===== config.mk =====
export PLATFORM = sky130hd
export DESIGN_NAME = audio_playout_drift_corrector_core
export DESIGN_NICKNAME = d
export VERILOG_FILES = /design/src/rtl/apdc_pkg.sv /design/src/rtl/apdc_cfg_regs.sv /design/src/rtl/apdc_muldiv.sv /design/src/rtl/audio_playout_drift_corrector_core.sv
export SDC_FILE = /design/constraint.sdc
export NUM_CORES = 2
export LEC_CHECK = 0
export BUFFER_PORTS_ARGS = -buffer_cell sky130_fd_sc_hd__buf_2
export CAP_MARGIN = 20
export CORE_ASPECT_RATIO = 0.6
export CORE_MARGIN = 2
export CORE_UTILIZATION = 41
export CTS_CLUSTER_DIAMETER = 50
export DETAILED_ROUTE_END_ITERATION = 8
export PLACE_DENSITY_LB_ADDON = 0.25
export SYNTH_ARGS = -nofsm -noshare
export SYNTH_HDL_FRONTEND = slang
export SYNTH_HIERARCHICAL = 1
export SYNTH_SLANG_ARGS = --single-unit

===== constraint.sdc =====
create_clock -name clk_i -period 8.5 [get_ports clk_i]
set_clock_uncertainty 0.15 [all_clocks]
set_input_delay 1.7 -clock clk_i [delete_from_list [all_inputs] [get_ports clk_i]]
set_output_delay 1.7 -clock clk_i [all_outputs]
set_load 0.005 [all_outputs]

===== src/rtl/apdc_pkg.sv =====
package apdc_pkg;

  // field widths
  localparam int unsigned TimeW    = 62;
  localparam int unsigned CntW     = 17;
  localparam int unsigned HeadW    = 64;
  localparam int unsigned BufW     = 63;
  localparam int unsigned RateW    = 18;
  localparam int unsigned LatW     = 21;
  localparam int unsigned CfgIdxW  = 2;
  localparam int unsigned CfgDataW = 21;

  // serial multiply/divide unit sizing
  localparam int unsigned OpW   = 41;            // multiplicand and quotient width
  localparam int unsigned MulW  = RateW;         // multiplier and divisor width
  localparam int unsigned ProdW = OpW + MulW;    // full product width
  localparam int unsigned StepW = 6;             // width of the multiplicand bit count
  localparam int unsigned CntRegW = 7;           // up to MulW + OpW steps

  // configuration register indexes
  localparam logic [CfgIdxW-1:0] CfgSampleRate = 2'd0;
  localparam logic [CfgIdxW-1:0] CfgLatency    = 2'd1;
  localparam logic [CfgIdxW-1:0] CfgPreroll    = 2'd2;

  // configuration reset values
  localparam logic [RateW-1:0] RateReset    = 18'd44100;
  localparam logic [LatW-1:0]  LatReset     = 21'd4179;
  localparam logic [LatW-1:0]  PrerollReset = 21'd0;

  // fifo capacity in samples; timing constants in 180 kHz ticks
  localparam logic [CntW:0]    FifoCapacity = 18'd65536;
  localparam logic [RateW-1:0] TickRate     = 18'd180000;
  localparam logic [LatW-1:0]  DriftTol     = 21'd9000;
  localparam logic [LatW-1:0]  RelClampHi   = 21'd1800000;
  localparam logic [HeadW-1:0] EmptyHead    = 64'd2147483647;
  localparam logic [HeadW-1:0] MagClamp     = 64'h0000_0100_0000_0000;

  // multiplicand lengths per operation
  localparam logic [StepW-1:0] RelSteps = 6'd21;
  localparam logic [StepW-1:0] MagSteps = 6'd41;
  localparam logic [StepW-1:0] AdvSteps = 6'd17;

  typedef struct packed {
    logic             mode;
    logic [TimeW-1:0] time_ticks;
    logic [CntW-1:0]  sample_count;
  } in_t;

  typedef struct packed {
    logic [CntW-1:0] dropped_samples;
    logic [CntW-1:0] lead_silence;
    logic [CntW-1:0] copied_samples;
    logic [CntW-1:0] tail_silence;
    logic            underflow;
    logic            overflow;
  } out_t;

  typedef struct packed {
    logic [RateW-1:0] rate_eff;
    logic [LatW-1:0]  latency;
    logic [LatW-1:0]  preroll;
  } cfg_t;

  typedef struct packed {
    logic             start;
    logic [OpW-1:0]   a;
    logic [MulW-1:0]  mul;
    logic [MulW-1:0]  div;
    logic [StepW-1:0] steps;
  } mdu_req_t;

  typedef struct packed {
    logic           done;
    logic [OpW-1:0] quot;
  } mdu_rsp_t;

  typedef enum logic [1:0] {
    MDU_IDLE,
    MDU_MUL,
    MDU_DIV
  } mdu_state_e;

  typedef enum logic [3:0] {
    ST_IDLE,
    ST_PUSH,
    ST_BUF,
    ST_CMP,
    ST_SCALE,
    ST_LEAD,
    ST_DROP,
    ST_ADV_DROP,
    ST_COPY,
    ST_ADV_COPY,
    ST_DONE
  } state_e;

endpackage


===== src/rtl/apdc_cfg_regs.sv =====
module apdc_cfg_regs (
  input  logic                           clk_i,
  input  logic                           rst_ni,
  input  logic                           cfg_we_i,
  input  logic [apdc_pkg::CfgIdxW-1:0]   cfg_idx_i,
  input  logic [apdc_pkg::CfgDataW-1:0]  cfg_wdata_i,
  output apdc_pkg::cfg_t                 cfg_o
);

  logic [apdc_pkg::RateW-1:0] rate_q, rate_d;
  logic [apdc_pkg::LatW-1:0]  lat_q, lat_d;
  logic [apdc_pkg::LatW-1:0]  preroll_q, preroll_d;

  // register writes, unknown indexes are ignored
  always_comb begin
    rate_d    = rate_q;
    lat_d     = lat_q;
    preroll_d = preroll_q;
    if (cfg_we_i) begin
      case (cfg_idx_i)
        apdc_pkg::CfgSampleRate: rate_d    = cfg_wdata_i[apdc_pkg::RateW-1:0];
        apdc_pkg::CfgLatency:    lat_d     = cfg_wdata_i[apdc_pkg::LatW-1:0];
        apdc_pkg::CfgPreroll:    preroll_d = cfg_wdata_i[apdc_pkg::LatW-1:0];
        default: ;
      endcase
    end
  end

  always_ff @(posedge clk_i or negedge rst_ni) begin
    if (!rst_ni) begin
      rate_q    <= apdc_pkg::RateReset;
      lat_q     <= apdc_pkg::LatReset;
      preroll_q <= apdc_pkg::PrerollReset;
    end else begin
      rate_q    <= rate_d;
      lat_q     <= lat_d;
      preroll_q <= preroll_d;
    end
  end

  // a zero rate behaves as one
  assign cfg_o.rate_eff = (rate_q == '0) ? apdc_pkg::RateW'(1) : rate_q;
  assign cfg_o.latency  = lat_q;
  assign cfg_o.preroll  = preroll_q;

endmodule


===== src/rtl/apdc_muldiv.sv =====
module apdc_muldiv (
  input  logic                clk_i,
  input  logic                rst_ni,
  input  apdc_pkg::mdu_req_t  req_i,
  output apdc_pkg::mdu_rsp_t  rsp_o
);

  localparam int unsigned ProdW = apdc_pkg::ProdW;
  localparam int unsigned OpW   = apdc_pkg::OpW;
  localparam int unsigned MulW  = apdc_pkg::MulW;

  apdc_pkg::mdu_state_e state_q, state_d;

  logic [ProdW-1:0]               w_q, w_d;
  logic [OpW-1:0]                 a_q, a_d;
  logic [MulW-1:0]                mul_q, mul_d;
  logic [MulW-1:0]                div_q, div_d;
  logic [MulW-1:0]                rem_q, rem_d;
  logic [apdc_pkg::CntRegW-1:0]   cnt_q, cnt_d;
  logic [apdc_pkg::StepW-1:0]     steps_q, steps_d;
  logic                           done_q, done_d;

  logic [MulW:0] mul_sum;
  logic [MulW:0] div_trial;
  logic          div_ge;

  // one multiplicand bit per cycle, lsb first
  assign mul_sum = {1'b0, w_q[ProdW-1 -: MulW]} + (a_q[0] ? {1'b0, mul_q} : '0);

  // one quotient bit per cycle, msb first
  assign div_trial = {rem_q, w_q[ProdW-1]};
  assign div_ge    = div_trial >= {1'b0, div_q};

  // next state
  always_comb begin
    state_d = state_q;
    case (state_q)
      apdc_pkg::MDU_IDLE: if (req_i.start) state_d = apdc_pkg::MDU_MUL;
      apdc_pkg::MDU_MUL:  if (cnt_q == apdc_pkg::CntRegW'(1)) state_d = apdc_pkg::MDU_DIV;
      apdc_pkg::MDU_DIV:  if (cnt_q == apdc_pkg::CntRegW'(1)) state_d = apdc_pkg::MDU_IDLE;
      default:            state_d = apdc_pkg::MDU_IDLE;
    endcase
  end

  // datapath
  always_comb begin
    w_d     = w_q;
    a_d     = a_q;
    mul_d   = mul_q;
    div_d   = div_q;
    rem_d   = rem_q;
    cnt_d   = cnt_q;
    steps_d = steps_q;
    done_d  = 1'b0;
    case (state_q)
      apdc_pkg::MDU_IDLE: begin
        if (req_i.start) begin
          a_d     = req_i.a;
          mul_d   = req_i.mul;
          div_d   = req_i.div;
          steps_d = req_i.steps;
          w_d     = '0;
          rem_d   = '0;
          cnt_d   = apdc_pkg::CntRegW'(req_i.steps);
        end
      end
      apdc_pkg::MDU_MUL: begin
        w_d = {mul_sum, w_q[OpW-1:1]};
        a_d = a_q >> 1;
        if (cnt_q == apdc_pkg::CntRegW'(1)) begin
          // product now sits in the top MulW + steps bits
          cnt_d = apdc_pkg::CntRegW'(MulW) + apdc_pkg::CntRegW'(steps_q);
        end else begin
          cnt_d = cnt_q - apdc_pkg::CntRegW'(1);
        end
      end
      apdc_pkg::MDU_DIV: begin
        rem_d = div_ge ? MulW'(div_trial - {1'b0, div_q}) : div_trial[MulW-1:0];
        w_d   = {w_q[ProdW-2:0], div_ge};
        cnt_d = cnt_q - apdc_pkg::CntRegW'(1);
        if (cnt_q == apdc_pkg::CntRegW'(1)) done_d = 1'b1;
      end
      default: ;
    endcase
  end

  always_ff @(posedge clk_i or negedge rst_ni) begin
    if (!rst_ni) begin
      state_q <= apdc_pkg::MDU_IDLE;
      cnt_q   <= '0;
      done_q  <= 1'b0;
    end else begin
      state_q <= state_d;
      cnt_q   <= cnt_d;
      done_q  <= done_d;
    end
  end

  always_ff @(posedge clk_i) begin
    w_q     <= w_d;
    a_q     <= a_d;
    mul_q   <= mul_d;
    div_q   <= div_d;
    rem_q   <= rem_d;
    steps_q <= steps_d;
  end

  assign rsp_o.done = done_q;
  assign rsp_o.quot = w_q[OpW-1:0];

endmodule


===== src/rtl/audio_playout_drift_corrector_core.sv =====
// Audio playout drift corrector: keeps the fill level (samples) and head timestamp
// (180 kHz ticks) of a sample fifo, returns sample counts for each output request.
// Input channel (in_valid_i / in_stall_o / in_data_i): mode 0 pushes samples, mode 1
// is a fill request carrying the current clock and the requested sample count.
// Output channel (out_valid_o / out_stall_i / out_data_o): exactly one result per
// input transfer, in order.
// Items are processed one at a time. A push passes through the push and done states
// before its result goes to the output register. A fill runs its tick/sample
// conversions through one serial multiply and divide unit that handles one bit
// per cycle. Without correction a fill only copies; with early data it adds lead
// silence first; with late data it drops samples and advances the head before the
// copy and its own head advance.
// The next item is taken as soon as the result has moved to the output register,
// even while the receiver still stalls it; a stalled result holds until taken.
// Configuration writes (cfg_we_i, cfg_idx_i, cfg_wdata_i) take effect at the next
// edge; the user must make them only while no item is in flight (not enforced).
// Reset empties the fifo, clears the head time and restores default settings.
module audio_playout_drift_corrector_core (
  input  logic                           clk_i,
  input  logic                           rst_ni,
  input  logic                           in_valid_i,
  output logic                           in_stall_o,
  input  apdc_pkg::in_t                  in_data_i,
  output logic                           out_valid_o,
  input  logic                           out_stall_i,
  output apdc_pkg::out_t                 out_data_o,
  input  logic                           cfg_we_i,
  input  logic [apdc_pkg::CfgIdxW-1:0]   cfg_idx_i,
  input  logic [apdc_pkg::CfgDataW-1:0]  cfg_wdata_i
);

  localparam int unsigned CntW  = apdc_pkg::CntW;
  localparam int unsigned HeadW = apdc_pkg::HeadW;
  localparam int unsigned BufW  = apdc_pkg::BufW;
  localparam int unsigned OpW   = apdc_pkg::OpW;
  localparam int unsigned LatW  = apdc_pkg::LatW;

  apdc_pkg::cfg_t     cfg;
  apdc_pkg::mdu_req_t mdu_req;
  apdc_pkg::mdu_rsp_t mdu_rsp;

  apdc_pkg::state_e state_q, state_d;

  logic [apdc_pkg::TimeW-1:0] t_q, t_d;
  logic [CntW-1:0]            rem_q, rem_d;
  logic [CntW-1:0]            level_q, level_d;
  logic [HeadW-1:0]           head_q, head_d;
  logic [BufW-1:0]            buf_q, buf_d;
  logic [HeadW:0]             diff_q, diff_d;
  logic [CntW-1:0]            dropped_q, dropped_d;
  logic [CntW-1:0]            lead_q, lead_d;
  logic [CntW-1:0]            copied_q, copied_d;
  logic                       ovf_q, ovf_d;
  apdc_pkg::out_t             out_q, out_d;
  logic                       out_valid_q, out_valid_d;

  logic             in_xfer;
  logic             out_free;
  logic [CntW:0]    push_sum;
  logic [HeadW-1:0] rel;
  logic [LatW-1:0]  rel_clamped;
  logic [HeadW-1:0] mag;
  logic [OpW-1:0]   mag_clamped;
  logic [CntW-1:0]  lead_take;
  logic [CntW-1:0]  drop_take;
  logic [CntW-1:0]  copy_take;
  logic [HeadW:0]   head_sum;
  logic [HeadW-1:0] head_adv;

  apdc_cfg_regs u_cfg (
    .clk_i       (clk_i),
    .rst_ni      (rst_ni),
    .cfg_we_i    (cfg_we_i),
    .cfg_idx_i   (cfg_idx_i),
    .cfg_wdata_i (cfg_wdata_i),
    .cfg_o       (cfg)
  );

  apdc_muldiv u_muldiv (
    .clk_i  (clk_i),
    .rst_ni (rst_ni),
    .req_i  (mdu_req),
    .rsp_o  (mdu_rsp)
  );

  // handshakes
  assign in_stall_o = (state_q != apdc_pkg::ST_IDLE);
  assign in_xfer    = in_valid_i && !in_stall_o;
  assign out_free   = !out_valid_q || !out_stall_i;

  // shared arithmetic
  assign push_sum    = {1'b0, level_q} + {1'b0, rem_q};
  assign rel         = diff_q[HeadW-1:0];
  assign rel_clamped = (rel > HeadW'(apdc_pkg::RelClampHi)) ? apdc_pkg::RelClampHi
                                                            : rel[LatW-1:0];
  assign mag         = ~diff_q[HeadW-1:0] + HeadW'(1);
  assign mag_clamped = (mag > apdc_pkg::MagClamp) ? apdc_pkg::MagClamp[OpW-1:0]
                                                  : mag[OpW-1:0];
  assign lead_take   = (mdu_rsp.quot < OpW'(rem_q)) ? mdu_rsp.quot[CntW-1:0] : rem_q;
  assign drop_take   = (mdu_rsp.quot < OpW'(level_q)) ? mdu_rsp.quot[CntW-1:0] : level_q;
  assign copy_take   = (rem_q < level_q) ? rem_q : level_q;
  assign head_sum    = {1'b0, head_q} + (HeadW + 1)'(mdu_rsp.quot);
  assign head_adv    = head_sum[HeadW] ? '1 : head_sum[HeadW-1:0];

  // next state
  always_comb begin
    state_d = state_q;
    case (state_q)
      apdc_pkg::ST_IDLE: begin
        if (in_xfer) state_d = in_data_i.mode ? apdc_pkg::ST_BUF : apdc_pkg::ST_PUSH;
      end
      apdc_pkg::ST_PUSH: state_d = apdc_pkg::ST_DONE;
      apdc_pkg::ST_BUF:  state_d = apdc_pkg::ST_CMP;
      apdc_pkg::ST_CMP:  state_d = apdc_pkg::ST_SCALE;
      apdc_pkg::ST_SCALE: begin
        if (!diff_q[HeadW]) begin
          state_d = (rel_clamped > apdc_pkg::DriftTol) ? apdc_pkg::ST_LEAD
                                                       : apdc_pkg::ST_COPY;
        end else begin
          state_d = (mag > HeadW'(apdc_pkg::DriftTol)) ? apdc_pkg::ST_DROP
                                                       : apdc_pkg::ST_COPY;
        end
      end
      apdc_pkg::ST_LEAD:     if (mdu_rsp.done) state_d = apdc_pkg::ST_COPY;
      apdc_pkg::ST_DROP:     if (mdu_rsp.done) state_d = apdc_pkg::ST_ADV_DROP;
      apdc_pkg::ST_ADV_DROP: if (mdu_rsp.done) state_d = apdc_pkg::ST_COPY;
      apdc_pkg::ST_COPY: begin
        state_d = (copy_take != '0) ? apdc_pkg::ST_ADV_COPY : apdc_pkg::ST_DONE;
      end
      apdc_pkg::ST_ADV_COPY: if (mdu_rsp.done) state_d = apdc_pkg::ST_DONE;
      apdc_pkg::ST_DONE:     if (out_free) state_d = apdc_pkg::ST_IDLE;
      default:               state_d = apdc_pkg::ST_IDLE;
    endcase
  end

  // datapath and unit requests
  always_comb begin
    t_d       = t_q;
    rem_d     = rem_q;
    level_d   = level_q;
    head_d    = head_q;
    buf_d     = buf_q;
    diff_d    = diff_q;
    dropped_d = dropped_q;
    lead_d    = lead_q;
    copied_d  = copied_q;
    ovf_d     = ovf_q;
    out_d     = out_q;
    mdu_req   = '0;
    out_valid_d = out_valid_q && out_stall_i;
    case (state_q)
      apdc_pkg::ST_IDLE: begin
        if (in_xfer) begin
          t_d       = in_data_i.time_ticks;
          rem_d     = in_data_i.sample_count;
          dropped_d = '0;
          lead_d    = '0;
          copied_d  = '0;
          ovf_d     = 1'b0;
        end
      end
      apdc_pkg::ST_PUSH: begin
        // push: set head time on an empty fifo, saturate the level
        if (level_q == '0) head_d = HeadW'(t_q) + HeadW'(cfg.preroll);
        if (push_sum > apdc_pkg::FifoCapacity) begin
          level_d = apdc_pkg::FifoCapacity[CntW-1:0];
          ovf_d   = 1'b1;
        end else begin
          level_d = push_sum[CntW-1:0];
        end
        rem_d = '0;
      end
      apdc_pkg::ST_BUF: begin
        buf_d = BufW'(t_q) + BufW'(cfg.latency);
        if (level_q == '0) head_d = apdc_pkg::EmptyHead;
      end
      apdc_pkg::ST_CMP: begin
        diff_d = {1'b0, head_q} - (HeadW + 1)'(buf_q);
      end
      apdc_pkg::ST_SCALE: begin
        // convert drift ticks to samples
        if (!diff_q[HeadW]) begin
          if (rel_clamped > apdc_pkg::DriftTol) begin
            mdu_req.start = 1'b1;
            mdu_req.a     = OpW'(rel_clamped);
            mdu_req.mul   = cfg.rate_eff;
            mdu_req.div   = apdc_pkg::TickRate;
            mdu_req.steps = apdc_pkg::RelSteps;
          end
        end else if (mag > HeadW'(apdc_pkg::DriftTol)) begin
          mdu_req.start = 1'b1;
          mdu_req.a     = mag_clamped;
          mdu_req.mul   = cfg.rate_eff;
          mdu_req.div   = apdc_pkg::TickRate;
          mdu_req.steps = apdc_pkg::MagSteps;
        end
      end
      apdc_pkg::ST_LEAD: begin
        if (mdu_rsp.done) begin
          lead_d = lead_take;
          rem_d  = rem_q - lead_take;
        end
      end
      apdc_pkg::ST_DROP: begin
        // drop late samples, then advance the head by their duration
        if (mdu_rsp.done) begin
          dropped_d     = drop_take;
          level_d       = level_q - drop_take;
          mdu_req.start = 1'b1;
          mdu_req.a     = OpW'(drop_take);
          mdu_req.mul   = apdc_pkg::TickRate;
          mdu_req.div   = cfg.rate_eff;
          mdu_req.steps = apdc_pkg::AdvSteps;
        end
      end
      apdc_pkg::ST_ADV_DROP: begin
        if (mdu_rsp.done) head_d = head_adv;
      end
      apdc_pkg::ST_COPY: begin
        // copy what the fifo holds, the rest becomes tail silence
        copied_d = copy_take;
        level_d  = level_q - copy_take;
        rem_d    = rem_q - copy_take;
        if (copy_take != '0) begin
          mdu_req.start = 1'b1;
          mdu_req.a     = OpW'(copy_take);
          mdu_req.mul   = apdc_pkg::TickRate;
          mdu_req.div   = cfg.rate_eff;
          mdu_req.steps = apdc_pkg::AdvSteps;
        end
      end
      apdc_pkg::ST_ADV_COPY: begin
        if (mdu_rsp.done) head_d = head_adv;
      end
      apdc_pkg::ST_DONE: begin
        if (out_free) begin
          out_d.dropped_samples = dropped_q;
          out_d.lead_silence    = lead_q;
          out_d.copied_samples  = copied_q;
          out_d.tail_silence    = rem_q;
          out_d.underflow       = (rem_q != '0);
          out_d.overflow        = ovf_q;
          out_valid_d           = 1'b1;
        end
      end
      default: ;
    endcase
  end

  always_ff @(posedge clk_i or negedge rst_ni) begin
    if (!rst_ni) begin
      state_q     <= apdc_pkg::ST_IDLE;
      level_q     <= '0;
      head_q      <= '0;
      out_valid_q <= 1'b0;
    end else begin
      state_q     <= state_d;
      level_q     <= level_d;
      head_q      <= head_d;
      out_valid_q <= out_valid_d;
    end
  end

  always_ff @(posedge clk_i) begin
    t_q       <= t_d;
    rem_q     <= rem_d;
    buf_q     <= buf_d;
    diff_q    <= diff_d;
    dropped_q <= dropped_d;
    lead_q    <= lead_d;
    copied_q  <= copied_d;
    ovf_q     <= ovf_d;
    out_q     <= out_d;
  end

  assign out_valid_o = out_valid_q;
  assign out_data_o  = out_q;

endmodule


==> summary.md <==
| Metric | Value |
|---|---|
| Core area | `between 100000 and 150000 um2` |
| DRC | `0` |
| MaxCap Viol Count | `0` |
| Total of warnings raised by yosys | `6` |
| Die width | `roughly 430 um` |
| Hold depth | `0` |
| Placer Congestion | `around 0.99` |
| Routed WL per cell | `around 26 um` |
| Psw | `7.439 mW` |
| EDFF count, synth | `slightly below 500` |
| DRT iter0 DRCs | `5104` |
| Max stage delay on crit path | `~0.7 ns` |
| Clock sink count | `between 600 and 700` |
| Setup WS pre-CTS | `1.919 ns` |
| Worst endpoint required time | `8.68 ns` |
| Post-CTS Hold Buffers | `0` |
| GR Util met3 | `0.1103` |
| Launch point of the worst reg-to-reg path | `u_muldiv/w_q[28]$_DFFE_PP_` |
| I/O Buffers | `179` |
| Cell Rows | `93` |
| Family with the most delay on the worst path | `compound AO/OA/AOI/OAI gates` |
| Cells after Synth | `about 4500` |
| CTS tree | `done` |
| Fin crit period | `just under 7 ns` |
| CTS Buffer Depth | `3` |
| Initial antenna violation count | `5` |
| Worst-Margin Slew | `between 1 and 1.5 ns` |
| Peak Freq | `~150 MHz` |
| Combinational Power Share | `0.487` |
| Clk slew on worst S/H paths | `around 0.060 ns` |
| Synth area leader | `edfxtp_1` |
| Outcome | `completed` |
| Placed cell area | `approximately 46000 um2` |
| Register-to-Register Path Depth | `19` |
| Rel. slew slack | `0.2307` |
| First-pass GRT wire length | `between 200 and 250 mm` |
| Final WS setup | `between 1.5 and 2 ns` |
| GRT met1 Usage | `0.4581` |
| Leak pwr | `between 15 and 20 nW` |
| Setup TNS | `0 ns` |
| Die Area | `110300 um2` |
| P&R area growth vs syn | `11.02%` |
| Crit Path Category | `flip-flop to flip-flop` |
| Share of cells above drive strength 1 | `0.1264` |
| Post-Syn Area per Cell | `between 9 and 10 um2` |
| Grt peak-use layer | `met1` |
| VDD IR max | `0.0002024 V` |
| Antenna fix cells | `0` |
| Dpl hpwl | `121.1 mm` |
| Final Hold Vio Count | `0` |
| TritonRoute pass-1 iters | `8` |
| Final design area excluding fillers | `48960 um2` |
| Flops & latches, synth | `roughly 650` |
| Critical Path Start Type | `flip-flop` |
| Setup crit end kind | `flip-flop` |
| Post-route ant nets | `0` |
| Hold Crit Class | `flip-flop to flip-flop` |
| H-tree depth | `3` |
| Synth Cell Area | `44100 um2` |
| Initial cell density of the core | `0.4124` |
| Clock power frac | `0.220` |
| Worst hold slack | `between 0.2 and 0.3 ns` |
| Synth top cells by count | `edfxtp_1 (489), nor2_1 (409), nand2_1 (300), a21oi_1 (293), ha_1 (288)` |
| CP max FO | `21` |
| Synth top area cells | `edfxtp_1 (33%), dfrtp_1 (8.2%), ha_1 (8.2%)` |
| Critical path, cell by cell | `nor4_1, nand4_1, nor2_1, o2111ai_1, a21oi_2, buf_4, nor2_1, a21oi_1, nand2_1, nand2_1, ha_1, a21o_1, a21o_1, a21o_1, a31o_2, a211oi_1, nor2_1, xnor2_1, o21ai_0` |
| Sw frac | `0.4404` |
| HP Start | `lead_q[13]$_SDFFCE_PN0P_` |
| Fin util | `0.4579` |
| Total GRT Usage | `0.2753` |
| Pins Over Slew Limit | `0` |
| Final worst path period share | `0.7946` |
| Sequential share of power | `0.293` |
| Critical-path top delay cell | `a21oi_2` |
| # IOs | `180` |
| Buffers and inverters on the worst path | `1` |
| DR vias | `37170` |
| Post-CTS setup buffer count | `0` |
| Fill cells | `a little over 10000` |
| Sequential area share after synthesis | `0.4218` |
| Clock Root Buffer | `clkbuf_16` |
| Fin nets | `4989` |
| Worst-Skew Late Latency | `0.69 ns` |
| Yosys top cell area share | `0.3329` |
| Yosys cell types | `between 100 and 150` |
| Final setup violation count | `0` |
| P_int | `between 9 and 10 mW` |
| Worst setup path start | `u_muldiv/w_q[28]$_DFFE_PP_` |
| Num CTS Buffers | `80` |
| RSZ-0062 raised after global routing | `no` |
| Most common cell in the netlist | `edfxtp_1` |
| GRT overflow | `0` |
| Resized cells post-CTS | `0` |
| Main synth FF type | `edfxtp_1` |
| Worst EP arrival | `6.94 ns` |
| Largest net degree at the start of global routing | `71` |
| Met2 Resource Use GR | `0.3159` |
| Async set-reset flop share out of synthesis | `0.2419` |
| Critical Path Stages | `19` |
| Avg Vias per Cell | `just over 6` |
| Pwr dens | `between 300 and 400 nW/um2` |
| Die height | `between 200 and 300 um` |
| Vias in the first global route | `between 30000 and 40000` |
| WL final | `between 150 and 200 mm` |
[per-layer routing]
metal,share of wire,up-vias
met5,0.0013,-
met4,0.015,4
met3,0.13,165
met2,0.35,1952
met1,0.50,18070
li1,-,16970
[cell type report]
class	count	area (um2)	area share
Clock buffer	89	2100	0.04288
Inverter	221	829.5	0.01694
Clock inverter	61	773.2	0.01579
Tap cell	1425	1783	0.03641
Multi-Input combinational cell	3399	23540	0.4808
Timing Repair Buffer	237	1338	0.02732
Sequential cell	645	18600	0.3799
[cells in the final DEF, fill, tap and decap left out, types with 145 or more instances in the layout]
cell type,n
a21oi_1,289
ha_1,286
buf_2,178
xnor2_1,188
nor2_1,409
dfrtp_1,145
edfxtp_1,489
nand2_1,300
inv_1,217
o21ai_0,188
[kinds of logic (layout without fill, tap and decap cells)]
group	Yosys count	after routing	synth area share
AOI/OAI and AO/OA	1221	1221	0.1855
xor gates and xnor gates	308	308	0.06133
adders and majority gates	297	297	0.08579
buffers and inverters	464	608	0.04650
DFF	645	645	0.4218
muxes	136	136	0.03373
other	1	2	0.00008502
and+or+nand+nor	1435	1435	0.1653
[power groups by stage]
stage                     clock network, mW  registers, mW  logic [mW]
after global routing                   3.90           5.00        8.96
final                                  3.72           4.95        8.22
after detailed placement                  0           4.95        7.91
after CTS                              3.77           4.90        7.97
after floorplan                           0           4.54        6.01
after global placement                    0           4.94        7.94
[path summary, 6_finish.rpt]
path / endpoint / slack [ns]
hold / removal: out_data_o[49]$_DFFE_PP_ / 0.27
hold reg to reg: out_data_o[49]$_DFFE_PP_ / 0.27
setup reg to reg: rem_q[11]$_DFFE_PP_ / 1.75
setup / recovery: rem_q[11]$_DFFE_PP_ / 1.75
min in group asynchronous: level_q[7]$_DFFE_PN0P_ / 0.83
max in group asynchronous: u_cfg/preroll_q[9]$_DFFE_PN0P_ / 5.96
[metrics by stage]
stage          cells  power [mW]
2_1_floorplan   4508       10.55
3_3_place_gp    5927       12.89
3_5_place_dp    5927       12.87
4_1_cts         6077       16.64
5_1_grt         6077       17.85
6_report        6077       16.89
[state kept, by name, indices dropped and copies added, names as in the netlist, 4 cells and up]
| signal | cells |
|---|---|
| buf_q | 63 |
| copied_q | 17 |
| diff_q | 65 |
| dropped_q | 17 |
| head_q | 64 |
| lead_q | 17 |
| level_q | 17 |
| out_data_o | 70 |
| rem_q | 17 |
| state_q | 4 |
| t_q | 62 |
| u_cfg/lat_q | 21 |
| u_cfg/preroll_q | 21 |
| u_cfg/rate_q | 18 |
| u_muldiv/a_q | 41 |
| u_muldiv/cnt_q | 7 |
| u_muldiv/div_q | 18 |
| u_muldiv/mul_q | 18 |
| u_muldiv/rem_q | 18 |
| u_muldiv/steps_q | 6 |
| u_muldiv/w_q | 59 |
Power figures use the tool's default switching activity.
